### src/sv/ecc_pkg.sv
// Shared types and codes for the elevator car controller.
// No dependencies; used by every file of the block.
package ecc_pkg;

  localparam int FLOOR_W = 6;
  localparam int SLOT_W  = 5;  // enough for up to 32 list slots
  localparam int FILL_W  = 6;  // fill level up to 32

  localparam logic [1:0] OP_TICK   = 2'd0;
  localparam logic [1:0] OP_ADD    = 2'd1;
  localparam logic [1:0] OP_HAZARD = 2'd2;

  localparam logic [1:0] DIR_IDLE = 2'd0;
  localparam logic [1:0] DIR_UP   = 2'd1;
  localparam logic [1:0] DIR_DOWN = 2'd2;

  localparam logic [2:0] EV_NONE   = 3'd0;
  localparam logic [2:0] EV_CLOSED = 3'd1;
  localparam logic [2:0] EV_OPENED = 3'd2;
  localparam logic [2:0] EV_UP     = 3'd3;
  localparam logic [2:0] EV_DOWN   = 3'd4;
  localparam logic [2:0] EV_HELD   = 3'd5;

  localparam logic [6:0] FLOOR_COUNT_RST = 7'd8;

  // Commands broadcast from the controller to every cell.
  typedef struct packed {
    logic               append;
    logic               remove;
    logic [FLOOR_W-1:0] wr_floor;
    logic [SLOT_W-1:0]  wr_slot;
    logic [SLOT_W-1:0]  rm_slot;
    logic [FILL_W-1:0]  fill;
    logic [FLOOR_W-1:0] car_floor;
  } cell_cmd_t;

  // Scan token walking the cell row: direction fold and first match.
  typedef struct packed {
    logic              valid;
    logic              seeded;
    logic              fold_pos;
    logic              fold_neg;
    logic              found;
    logic [SLOT_W-1:0] match_idx;
  } scan_tok_t;

endpackage

### src/sv/ecc_cell.sv
// One slot of the request list plus one stage of the scan pipeline.
// Depends on ecc_pkg.
module ecc_cell #(
  parameter int IDX = 0
) (
  input  logic                        clk,
  input  logic                        rst,
  input  ecc_pkg::cell_cmd_t          cmd,
  input  logic [ecc_pkg::FLOOR_W-1:0] next_floor,
  input  ecc_pkg::scan_tok_t          tok_in,
  output logic [ecc_pkg::FLOOR_W-1:0] floor_q,
  output ecc_pkg::scan_tok_t          tok_out
);

  logic               active;
  logic               d_pos;
  logic               d_neg;
  logic               tok_vld;
  ecc_pkg::scan_tok_t tok_n;
  ecc_pkg::scan_tok_t tok_q;

  assign active = ecc_pkg::FILL_W'(IDX) < cmd.fill;
  assign d_pos  = floor_q > cmd.car_floor;
  assign d_neg  = floor_q < cmd.car_floor;

  // Fold: first active entry seeds the sign, later ones flip it when opposite.
  always_comb begin
    tok_n = tok_in;
    if (active) begin
      if (!tok_in.seeded) begin
        tok_n.seeded   = 1'b1;
        tok_n.fold_pos = d_pos;
        tok_n.fold_neg = d_neg;
      end else if ((d_pos && tok_in.fold_neg) || (d_neg && tok_in.fold_pos)) begin
        tok_n.fold_pos = d_pos;
        tok_n.fold_neg = d_neg;
      end
      if (!tok_in.found && !d_pos && !d_neg) begin
        tok_n.found     = 1'b1;
        tok_n.match_idx = ecc_pkg::SLOT_W'(IDX);
      end
    end
  end

  always_ff @(posedge clk) begin
    if (rst) begin
      tok_vld <= 1'b0;
    end else begin
      tok_vld <= tok_in.valid;
    end
    if (tok_in.valid) begin
      tok_q <= tok_n;
    end
    // Append into own slot, or close the gap left by a removed entry.
    if (cmd.append && (cmd.wr_slot == ecc_pkg::SLOT_W'(IDX))) begin
      floor_q <= cmd.wr_floor;
    end else if (cmd.remove && (ecc_pkg::SLOT_W'(IDX) >= cmd.rm_slot)) begin
      floor_q <= next_floor;
    end
  end

  always_comb begin
    tok_out       = tok_q;
    tok_out.valid = tok_vld;
  end

endmodule

### src/sv/elevator_car_controller_top.sv
// Top level of the elevator car controller: sequencer, car state and
// the row of request cells. Depends on ecc_pkg and ecc_cell.
//
//  channel | signals                                         | direction
//  --------+-------------------------------------------------+----------
//  in      | in_valid/in_ready, op, dest_floor, *_in flags   | sink
//  out     | out_valid/out_ready, current_floor .. dropped   | source
//  cfg     | cfg_wr_en, cfg_wr_data (floor_count)            | sink
//
// A tick beat sends the scan token down the cell row one cell per cycle,
// then the commit state applies the result. Add and hazard beats go
// straight to commit. rst is synchronous; it empties the list, parks the
// car at floor 0 with the door closed and floor_count at 8. The output beat
// sits in a register; a new input beat is taken while it waits, and only the
// commit of the next one stalls until out_ready frees the register.
module elevator_car_controller_top #(
  parameter int MAX_REQUESTS = 8,
  parameter int MAX_FLOORS   = 64
) (
  input  logic       clk,
  input  logic       rst,
  input  logic       cfg_wr_en,
  input  logic [6:0] cfg_wr_data,
  input  logic       in_valid,
  output logic       in_ready,
  input  logic [1:0] op,
  input  logic [5:0] dest_floor,
  input  logic       overload_in,
  input  logic       obstacle_in,
  input  logic       fire_in,
  input  logic       outage_in,
  output logic       out_valid,
  input  logic       out_ready,
  output logic [5:0] current_floor,
  output logic [1:0] travel_dir,
  output logic       door_is_open,
  output logic [2:0] event_code,
  output logic       evacuate_fire,
  output logic       evacuate_outage,
  output logic [3:0] pending_count,
  output logic       request_dropped
);

  localparam int         CNT_W = $clog2(MAX_REQUESTS + 1);
  localparam logic [8:0] MAXF  = 9'(MAX_FLOORS);

  typedef enum logic [1:0] {S_IDLE, S_SCAN, S_COMMIT} state_t;

  state_t     state;
  logic [6:0] floor_count;

  // item held while it is worked on
  logic [1:0] item_op;
  logic [5:0] item_dest;
  logic       item_ovl, item_obs, item_fire, item_out;

  // car state
  logic [CNT_W-1:0] fill, fill_next;
  logic [5:0]       car_floor, car_next;
  logic [1:0]       car_dir, dir_next, dir_dec;
  logic             door, door_next;
  logic             hz_ovl, hz_obs, hz_fire, hz_out;
  logic             hz_ovl_next, hz_obs_next, hz_fire_next, hz_out_next;

  logic [2:0] ev;
  logic       evf, evo, drop, do_append, do_remove;
  logic       slot_free, commit;
  logic [8:0] floors_used, top_floor;
  logic       can_up;

  ecc_pkg::cell_cmd_t cmd;
  ecc_pkg::scan_tok_t tok [MAX_REQUESTS+1];
  logic [5:0]         cell_floor [MAX_REQUESTS];
  ecc_pkg::scan_tok_t tail;

  assign in_ready  = (state == S_IDLE);
  assign slot_free = !out_valid || out_ready;
  assign commit    = (state == S_COMMIT) && slot_free;
  assign tail      = tok[MAX_REQUESTS];

  // Clamp the floor count to 2 .. MAX_FLOORS.
  always_comb begin
    if (floor_count < 7'd2) begin
      floors_used = 9'd2;
    end else if ({2'b0, floor_count} > MAXF) begin
      floors_used = MAXF;
    end else begin
      floors_used = {2'b0, floor_count};
    end
  end
  assign top_floor = floors_used - 9'd1;
  assign can_up    = (car_floor != 6'd63) && (({3'b0, car_floor} + 9'd1) < MAXF);

  // Scan launch: token enters cell 0 on the edge that takes a tick beat.
  always_comb begin
    tok[0]       = '0;
    tok[0].valid = in_valid && in_ready && (op == ecc_pkg::OP_TICK);
  end

  genvar gi;
  generate
    for (gi = 0; gi < MAX_REQUESTS; gi++) begin : g_cell
      logic [5:0] nbr;
      if (gi == MAX_REQUESTS - 1) begin : g_last
        assign nbr = cell_floor[gi];
      end else begin : g_mid
        assign nbr = cell_floor[gi+1];
      end
      ecc_cell #(.IDX(gi)) u_cell (
        .clk        (clk),
        .rst        (rst),
        .cmd        (cmd),
        .next_floor (nbr),
        .tok_in     (tok[gi]),
        .floor_q    (cell_floor[gi]),
        .tok_out    (tok[gi+1])
      );
    end
  endgenerate

  // Direction: empty list idles, the end floors force a turn, else fold sign.
  always_comb begin
    if (fill == '0) begin
      dir_dec = ecc_pkg::DIR_IDLE;
    end else if (car_floor == 6'd0) begin
      dir_dec = ecc_pkg::DIR_UP;
    end else if ({3'b0, car_floor} == top_floor) begin
      dir_dec = ecc_pkg::DIR_DOWN;
    end else if (tail.fold_pos) begin
      dir_dec = ecc_pkg::DIR_UP;
    end else if (tail.fold_neg) begin
      dir_dec = ecc_pkg::DIR_DOWN;
    end else begin
      dir_dec = ecc_pkg::DIR_IDLE;
    end
  end

  // Effect of the held item on the car state.
  always_comb begin
    fill_next    = fill;
    car_next     = car_floor;
    dir_next     = car_dir;
    door_next    = door;
    hz_ovl_next  = hz_ovl;
    hz_obs_next  = hz_obs;
    hz_fire_next = hz_fire;
    hz_out_next  = hz_out;
    ev           = ecc_pkg::EV_NONE;
    evf          = 1'b0;
    evo          = 1'b0;
    drop         = 1'b0;
    do_append    = 1'b0;
    do_remove    = 1'b0;
    case (item_op)
      ecc_pkg::OP_TICK: begin
        dir_next = dir_dec;
        if (door) begin
          // an open door always closes first
          door_next = 1'b0;
          ev        = ecc_pkg::EV_CLOSED;
        end else if (fill == '0) begin
          ev = ecc_pkg::EV_NONE;
        end else if (tail.found) begin
          evf          = hz_fire;
          evo          = hz_out;
          hz_fire_next = 1'b0;
          hz_out_next  = 1'b0;
          door_next    = 1'b1;
          do_remove    = 1'b1;
          fill_next    = fill - CNT_W'(1);
          ev           = ecc_pkg::EV_OPENED;
        end else if (hz_ovl || hz_obs) begin
          ev = ecc_pkg::EV_HELD;
        end else if (dir_dec == ecc_pkg::DIR_UP) begin
          if (can_up) begin
            car_next = car_floor + 6'd1;
            ev       = ecc_pkg::EV_UP;
          end
        end else if (dir_dec == ecc_pkg::DIR_DOWN) begin
          if (car_floor != 6'd0) begin
            car_next = car_floor - 6'd1;
            ev       = ecc_pkg::EV_DOWN;
          end
        end
      end
      ecc_pkg::OP_ADD: begin
        if ((fill == CNT_W'(MAX_REQUESTS)) || ({3'b0, item_dest} >= floors_used)) begin
          drop = 1'b1;
        end else begin
          do_append = 1'b1;
          fill_next = fill + CNT_W'(1);
        end
      end
      ecc_pkg::OP_HAZARD: begin
        hz_ovl_next  = item_ovl;
        hz_obs_next  = item_obs;
        hz_fire_next = item_fire;
        hz_out_next  = item_out;
      end
      default: begin
      end
    endcase
  end

  always_comb begin
    cmd           = '0;
    cmd.append    = commit && do_append;
    cmd.remove    = commit && do_remove;
    cmd.wr_floor  = item_dest;
    cmd.wr_slot   = ecc_pkg::SLOT_W'(fill);
    cmd.rm_slot   = tail.match_idx;
    cmd.fill      = ecc_pkg::FILL_W'(fill);
    cmd.car_floor = car_floor;
  end

  always_ff @(posedge clk) begin
    if (rst) begin
      state       <= S_IDLE;
      out_valid   <= 1'b0;
      floor_count <= ecc_pkg::FLOOR_COUNT_RST;
      fill        <= '0;
      car_floor   <= 6'd0;
      car_dir     <= ecc_pkg::DIR_IDLE;
      door        <= 1'b0;
      hz_ovl      <= 1'b0;
      hz_obs      <= 1'b0;
      hz_fire     <= 1'b0;
      hz_out      <= 1'b0;
    end else begin
      if (cfg_wr_en) begin
        floor_count <= cfg_wr_data;
      end
      case (state)
        S_IDLE: begin
          if (in_valid) begin
            item_op   <= op;
            item_dest <= dest_floor;
            item_ovl  <= overload_in;
            item_obs  <= obstacle_in;
            item_fire <= fire_in;
            item_out  <= outage_in;
            state     <= (op == ecc_pkg::OP_TICK) ? S_SCAN : S_COMMIT;
          end
        end
        S_SCAN: begin
          if (tail.valid) begin
            state <= S_COMMIT;
          end
        end
        S_COMMIT: begin
          if (slot_free) begin
            state <= S_IDLE;
          end
        end
        default: begin
          state <= S_IDLE;
        end
      endcase
      if (commit) begin
        out_valid       <= 1'b1;
        fill            <= fill_next;
        car_floor       <= car_next;
        car_dir         <= dir_next;
        door            <= door_next;
        hz_ovl          <= hz_ovl_next;
        hz_obs          <= hz_obs_next;
        hz_fire         <= hz_fire_next;
        hz_out          <= hz_out_next;
        current_floor   <= car_next;
        travel_dir      <= dir_next;
        door_is_open    <= door_next;
        event_code      <= ev;
        evacuate_fire   <= evf;
        evacuate_outage <= evo;
        pending_count   <= 4'(fill_next);
        request_dropped <= drop;
      end else if (out_ready) begin
        out_valid <= 1'b0;
      end
    end
  end

endmodule

### config.mk
export PLATFORM = sky130hd
export DESIGN_NAME = elevator_car_controller_top
export DESIGN_NICKNAME = d
export VERILOG_FILES = /design/src/sv/ecc_pkg.sv /design/src/sv/ecc_cell.sv /design/src/sv/elevator_car_controller_top.sv
export SDC_FILE = /design/constraint.sdc
export NUM_CORES = 1
export LEC_CHECK = 0
export ABC_CLOCK_PERIOD_IN_PS = 3870
export BUFFER_PORTS_ARGS = -buffer_cell sky130_fd_sc_hd__buf_2
export CAP_MARGIN = 5
export CORE_ASPECT_RATIO = 1.4
export CORE_MARGIN = 1
export CORE_UTILIZATION = 45
export DETAILED_ROUTE_END_ITERATION = 6
export PLACE_DENSITY_LB_ADDON = 0.15
export SETUP_SLACK_MARGIN = 0.2
export SKIP_CTS_REPAIR_TIMING = 1
export SLEW_MARGIN = 20
export SYNTH_ARGS = -nofsm -noshare
export SYNTH_HDL_FRONTEND = slang
export SYNTH_HIERARCHICAL = 1
export SYNTH_SLANG_ARGS = --single-unit
### constraint.sdc
create_clock -name clk -period 3.87 [get_ports clk]
set_input_delay 0.9675 -clock clk [delete_from_list [all_inputs] [get_ports clk]]
set_output_delay 0.9675 -clock clk [all_outputs]
set_load 0.005 [all_outputs]
==> summary.md, run 1 <==
| Metric | Value |
|---|---|
| Status | completed |
| Reg-to-Reg End | g_cell[1].u_cell/floor_q[5] |
| Mapped Cells | 948 |
| Tcrit/Tclk final | 90.68% |
| Crit. Startpoint | floor_count[3] |
| Setup TNS | 0 ns |
| Wl on met1 | 10.53 mm |
| Final min period | 3.509 ns |
| Worst-path clk slew | 0.07 ns |
| Hold WC Path Type | flip-flop to flip-flop |
| Die W | 131.8 um |
| Vias in the first global route | 7389 |
| CP Max Fanout | 8 |
| CP top delay family | simple AND/OR/NAND/NOR gates |
| Wire length on met2 | 13.75 mm |
| Dpl ws | 0.1657 ns |
| GP Congestion | 0.8506 |
| Commonest non-fill, non-tap cells in the layout | 150 x edfxtp_1, 84 x inv_1, 60 x ha_1 |
| Synth Warn # | 6 |
| CTS tree | built |
| Synthesized area | 0.01061 mm2 |
| First-pass GRT wire length | 39.91 mm |
| FP Rows | 66 |
| Crit path depth | 15 |
| Via count | 7629 |
| DR vias/cell | 5.496 |
| Total Routing Usage GR | 21.78% |
| Area of the multi-input gates | 0.005224 mm2 |
| IO Port Bufs | 44 |
| Syn avg cell area | 11.19 um2 |
| Register Area | 0.005206 mm2 |
| CP max stage cell | dfxtp_1 |
| Clock Tree Root | clkbuf_16 |
| WHS | 0.4812 ns |
| Io pins | 45 |
| Worst setup EP type | flip-flop |
| Final hold vios | 0 |
| Maximum vdd drop | 320.7 uV |
| Setup CP Type | flip-flop to flip-flop |
| Clk_lat worst skew | 0.44 ns |
| Critical Path Most Common Cell | a21o_1 |
| Final Max Tran Viols | 0 |
| Setup ws final | 0.3608 ns |
| Leakage | 0.004481 uW |
| Max Fclk | 285.0 MHz |
| Core footprint | 0.02320 mm2 |
| R2R Setup Slk | 0.36 ns |
| Slew @ Worst Pin | 0.8707 ns |
| CTS HTree Levels | 4 |
| Final ANT Viol Nets | 0 |
| Starting DRT DRC Count | 413 |
| Worst path arrival time | 3.70 ns |
| RR Startpoint | floor_count[3] |
| Starting Density | 45.73% |
| Final WL | 25.63 mm |
| Slew Limit Headroom | 41.87% |
| Ant. Diodes | 0 |
| GR Overflow Total | 0 |
| End of the critical path | g_cell[1].u_cell/floor_q[5] |
| Area Overhead vs Synth | 14.92% |
| Layout cells sized above 1 | 20.61% |
| Worst path bufs/invs | 2 |
| Cell Pwr Density | 340.5 mW/mm2 |
| Type of origin of the critical path | flip-flop |
| Largest net degree at the start of global routing | 27 |
| First-pass detailed-route iteration total | 5 |
| Highest metal used | met4 |
| Final Power | 4152 uW |
| Final setup viols | 0 |
| DRC viols | 0 |
| Layout Nets | 1153 |
| Routed met3 length | 646 um |
| CP Cell Sequence | nor4_2 > nand2b_1 > nand3_2 > inv_1 > ha_1 > nand2b_1 > a21o_1 > a21o_1 > a21o_1 > a221oi_4 > and3_4 > nor4b_1 > nand3b_1 > buf_4 > mux2_4 |
| Commonest non-fill, non-tap cell in the layout | edfxtp_1 |
| Die ar. | 0.02421 mm2 |
| Clk sinks | 185 |
| Drt wl/cell | 18.46 um |
| Initial antenna violation count | 0 |
| Layout fillers | 2078 |
| Cell count of the worst reg-to-reg path | 15 |
| MaxCap Viol Count | 0 |
| Worst Path Required | 4.06 ns |
| CTS Buf Count | 17 |
| Setup Skew | 0.01514 ns |
| Longest Clk Path Bufs | 2 |
| Hpwl dp | 18.54 mm |
| Die Ht | 183.7 um |
| RSZ-0062 raised after global routing | no |
| Worst path max stage delay | 0.32 ns |
-- worst min-delay path, stage by stage, from the launching register on --
cell and delay [ns]:
dfxtp_1 0.31, o21ai_0 0.06, a21oi_1 0.06
-- flip-flops by register name, summed over array words and instances (netlist names), 2 cells and up --
name	flops
item_op	2
current_floor	6
g_cell.u_cell/tok_out	71
event_code	3
state	2
g_cell.u_cell/tok_vld	8
travel_dir	2
car_dir	2
g_cell.u_cell/floor_q	48
fill	4
car_floor	6
floor_count	7
pending_count	4
item_dest	6
-- worst min-delay path by stage --
stage | from | to | slack, ns | cells after the start
global route | g_cell[2].u_cell/tok_out[0] | g_cell[3].u_cell/tok_out[0] | 0.52 | 1
finish | car_dir[0] | car_dir[0] | 0.48 | 2
CTS | car_dir[0] | car_dir[0] | 0.48 | 2
global placement | car_dir[0] | car_dir[0] | 0.47 | 2
detailed placement | car_dir[0] | car_dir[0] | 0.47 | 2
floorplan | car_dir[0] | car_dir[0] | 0.45 | 2
-- power breakdown --
part	internal [uW]	switching (uW)	total (uW)	leakage (uW)
Clock	995	744	1740	0.000302
Sequential	2160	25.4	2180	0.00164
Combinational	94.6	133	228	0.00253
Total	3250	903	4150	0.00448
-- through the flow --
stage / instance area, um2 / cells / utilization (%)
6_report: 12190 / 1388 / 52.55
5_1_grt: 12190 / 1388 / 52.55
4_1_cts: 12100 / 1383 / 52.15
3_5_place_dp: 11500 / 1351 / 49.57
3_3_place_gp: 11500 / 1351 / 49.54
2_1_floorplan: 10830 / 1001 / -
-- area by class of cell --
| type | instances | area share [%] |
|---|---|---|
| inverter | 84 | 2.586 |
| multi-input combinational | 704 | 42.84 |
| clock inverter | 7 | 0.4002 |
| clock buffer | 25 | 4.504 |
| tap | 306 | 3.140 |
| timing repair buffer | 77 | 3.837 |
| sequential | 185 | 42.69 |
-- per-layer routing --
metal / track usage [%] / vias up
met1: 25.06 / 3692
met3: 2.619 / 47
met5: 0 / -
met2: 40.32 / 142
met4: 9.721 / 0
li1: - / 3748
(Power assumes the default switching activity.)
==> run 2, diff against run 1 <==
--- a/config.mk
+++ b/config.mk
@@ -11,6 +11,7 @@
 export CORE_ASPECT_RATIO = 1.4
 export CORE_MARGIN = 1
 export CORE_UTILIZATION = 45
+export CTS_BUF_LIST = sky130_fd_sc_hd__clkbuf_16
 export DETAILED_ROUTE_END_ITERATION = 6
 export PLACE_DENSITY_LB_ADDON = 0.15
 export SETUP_SLACK_MARGIN = 0.2
==> run 2 against run 1 <==
Against the previous run:
- global-route usage barely moved
- setup slack improved by 0.0056 ns
- sequential share of layout area rose by 0.11 points
- die area did not move
- via count rose by 0.14%
- sequential cell count did not move
- critical endpoint unchanged
- largest cell class unchanged
- largest power group unchanged
- highest routed layer unchanged
==> summary.md, run 2 (same netlist as run 1, synthesis figures left out) <==
| Metric | Value |
|---|---|
| RR Startpoint | floor_count[3] |
| IO Port Bufs | 44 |
| Setup CP Type | flip-flop to flip-flop |
| Final Max Tran Viols | 0 |
| Die ar. | 0.02421 mm2 |
| Hold Path Stages | 2 |
| Clk_lat worst skew | 0.44 ns |
| RSZ-0062 raised after global routing | no |
| Setup Skew | 0.01545 ns |
| Cell count of the worst reg-to-reg path | 15 |
| Dpl ws | 0.1657 ns |
| CTS tree | built |
| Final std cells w/o fill | 1388 |
| Type of origin of the critical path | flip-flop |
| Leakage | 0.004472 uW |
| Final ANT Viol Nets | 0 |
| Layout Nets | 1153 |
| CTS HTree Levels | 4 |
| Cell Pwr Density | 336.3 mW/mm2 |
| Core footprint | 0.02320 mm2 |
| Io pins | 45 |
| Drt wl/cell | 18.49 um |
| GR Overflow Total | 0 |
| Initial antenna violation count | 0 |
| Tcrit/Tclk final | 90.53% |
| Setup ws final | 0.3664 ns |
| FP Rows | 66 |
| Final WL | 25.66 mm |
| Hold WC Path Type | flip-flop to flip-flop |
| Clock Tree Root | clkbuf_16 |
| Hpwl dp | 18.54 mm |
| GP Congestion | 0.8506 |
| Layout cells sized above 1 | 20.33% |
| Commonest non-fill, non-tap cell in the layout | edfxtp_1 |
| Layout fillers | 2083 |
| Ant. Diodes | 0 |
| Starting DRT DRC Count | 435 |
| Slew @ Worst Pin | 0.8703 ns |
| First-pass detailed-route iteration total | 5 |
| Hold path endpoint | car_dir[0] |
| DR vias/cell | 5.504 |
| Longest Clk Path Bufs | 2 |
| Clk sinks | 185 |
| Die W | 131.8 um |
| Total Routing Usage GR | 21.80% |
| Largest net degree at the start of global routing | 27 |
| Worst-path clk slew | 0.07 ns |
| Final hold vios | 0 |
| Via count | 7640 |
| Max Fclk | 285.4 MHz |
| Starting Density | 45.73% |
| Status | completed |
| CTS Buf Count | 17 |
| Reg-to-Reg End | g_cell[1].u_cell/floor_q[5] |
| Final setup viols | 0 |
| Slew Limit Headroom | 41.90% |
| Commonest non-fill, non-tap cells in the layout | 150 x edfxtp_1, 86 x inv_1, 60 x ha_1 |
| Vias in the first global route | 7399 |
| MaxCap Viol Count | 0 |
| CP Max Fanout | 8 |
| Largest register FFs | 71 |
| Worst Path Required | 4.06 ns |
| First-pass GRT wire length | 39.95 mm |
| Worst setup EP type | flip-flop |
| Hold Path Origin | car_dir[0] |
| Worst path arrival time | 3.69 ns |
| Maximum vdd drop | 320.3 uV |
| Area Overhead vs Synth | 14.63% |
| Setup TNS | 0 ns |
| DRC viols | 0 |
| Final min period | 3.504 ns |
| Fin util | 52.42% |
| Die Ht | 183.7 um |
| Placed cell count | 1351 |
| R2R Setup Slk | 0.37 ns |
==> run 2: report_power, final <==
group,internal (uW),total (uW),switching [uW],leakage (uW)
sequential,2160,2180,25.4,0.00164
combinational,94.6,228,134,0.00253
clock,931,1680,748,0.000294
total,3180,4090,907,0.00447
==> run 2: layer usage <==
| layer | GRT usage [%] | vias up | wire, um |
|---|---|---|---|
| met4 | 9.814 | 0 | 702 |
| met1 | 25.03 | 3713 | 10490 |
| met2 | 40.36 | 142 | 13760 |
| met5 | 0 | - | 0 |
| met3 | 2.647 | 44 | 702 |
| li1 | - | 3741 | - |
==> run 2: layout make-up <==
type / instances / area (um2) / area share (%)
tap: 306 / 382.9 / 3.147
timing repair buffer: 77 / 467.9 / 3.847
clock buffer: 20 / 500.5 / 4.114
clock inverter: 12 / 67.56 / 0.5554
inverter: 84 / 315.3 / 2.592
multi-input combinational: 704 / 5224 / 42.94
sequential: 185 / 5206 / 42.80
==> run 2: per-stage QoR <==
step | total power (uW) | hold WS [ns] | instance area (um2)
after global placement | 2452 | 0.4666 | 11500
after detailed placement | 2453 | 0.4707 | 11500
after global routing | 4221 | 0.5166 | 12160
final | 4091 | 0.4806 | 12160
after CTS | 4121 | 0.4803 | 12070
after floorplan | 2370 | 0.4541 | 10830
==> run 2: worst max-delay path by stage <==
stage	startpoint	to	slack [ns]
after floorplan	floor_count[2]	g_cell[5].u_cell/floor_q[0]	0.21
after CTS	floor_count[2]	g_cell[2].u_cell/floor_q[0]	0.12
final	floor_count[3]	g_cell[1].u_cell/floor_q[5]	0.37
after global routing	floor_count[3]	g_cell[1].u_cell/floor_q[5]	0.20
after global placement	floor_count[2]	g_cell[5].u_cell/floor_q[1]	0.26
after detailed placement	floor_count[2]	g_cell[2].u_cell/floor_q[0]	0.17
==> run 2: worst max-delay path, cell delays in order (launching register included) <==
cell	delay, ns
dfxtp_1	0.32
nor4_2	0.30
nand2b_1	0.10
nand3_2	0.11
inv_1	0.05
ha_1	0.26
nand2b_1	0.14
a21o_1	0.17
a21o_1	0.17
a21o_1	0.21
a221oi_4	0.23
and3_4	0.30
nor4b_1	0.24
nand3b_1	0.15
buf_4	0.20
mux2_4	0.30
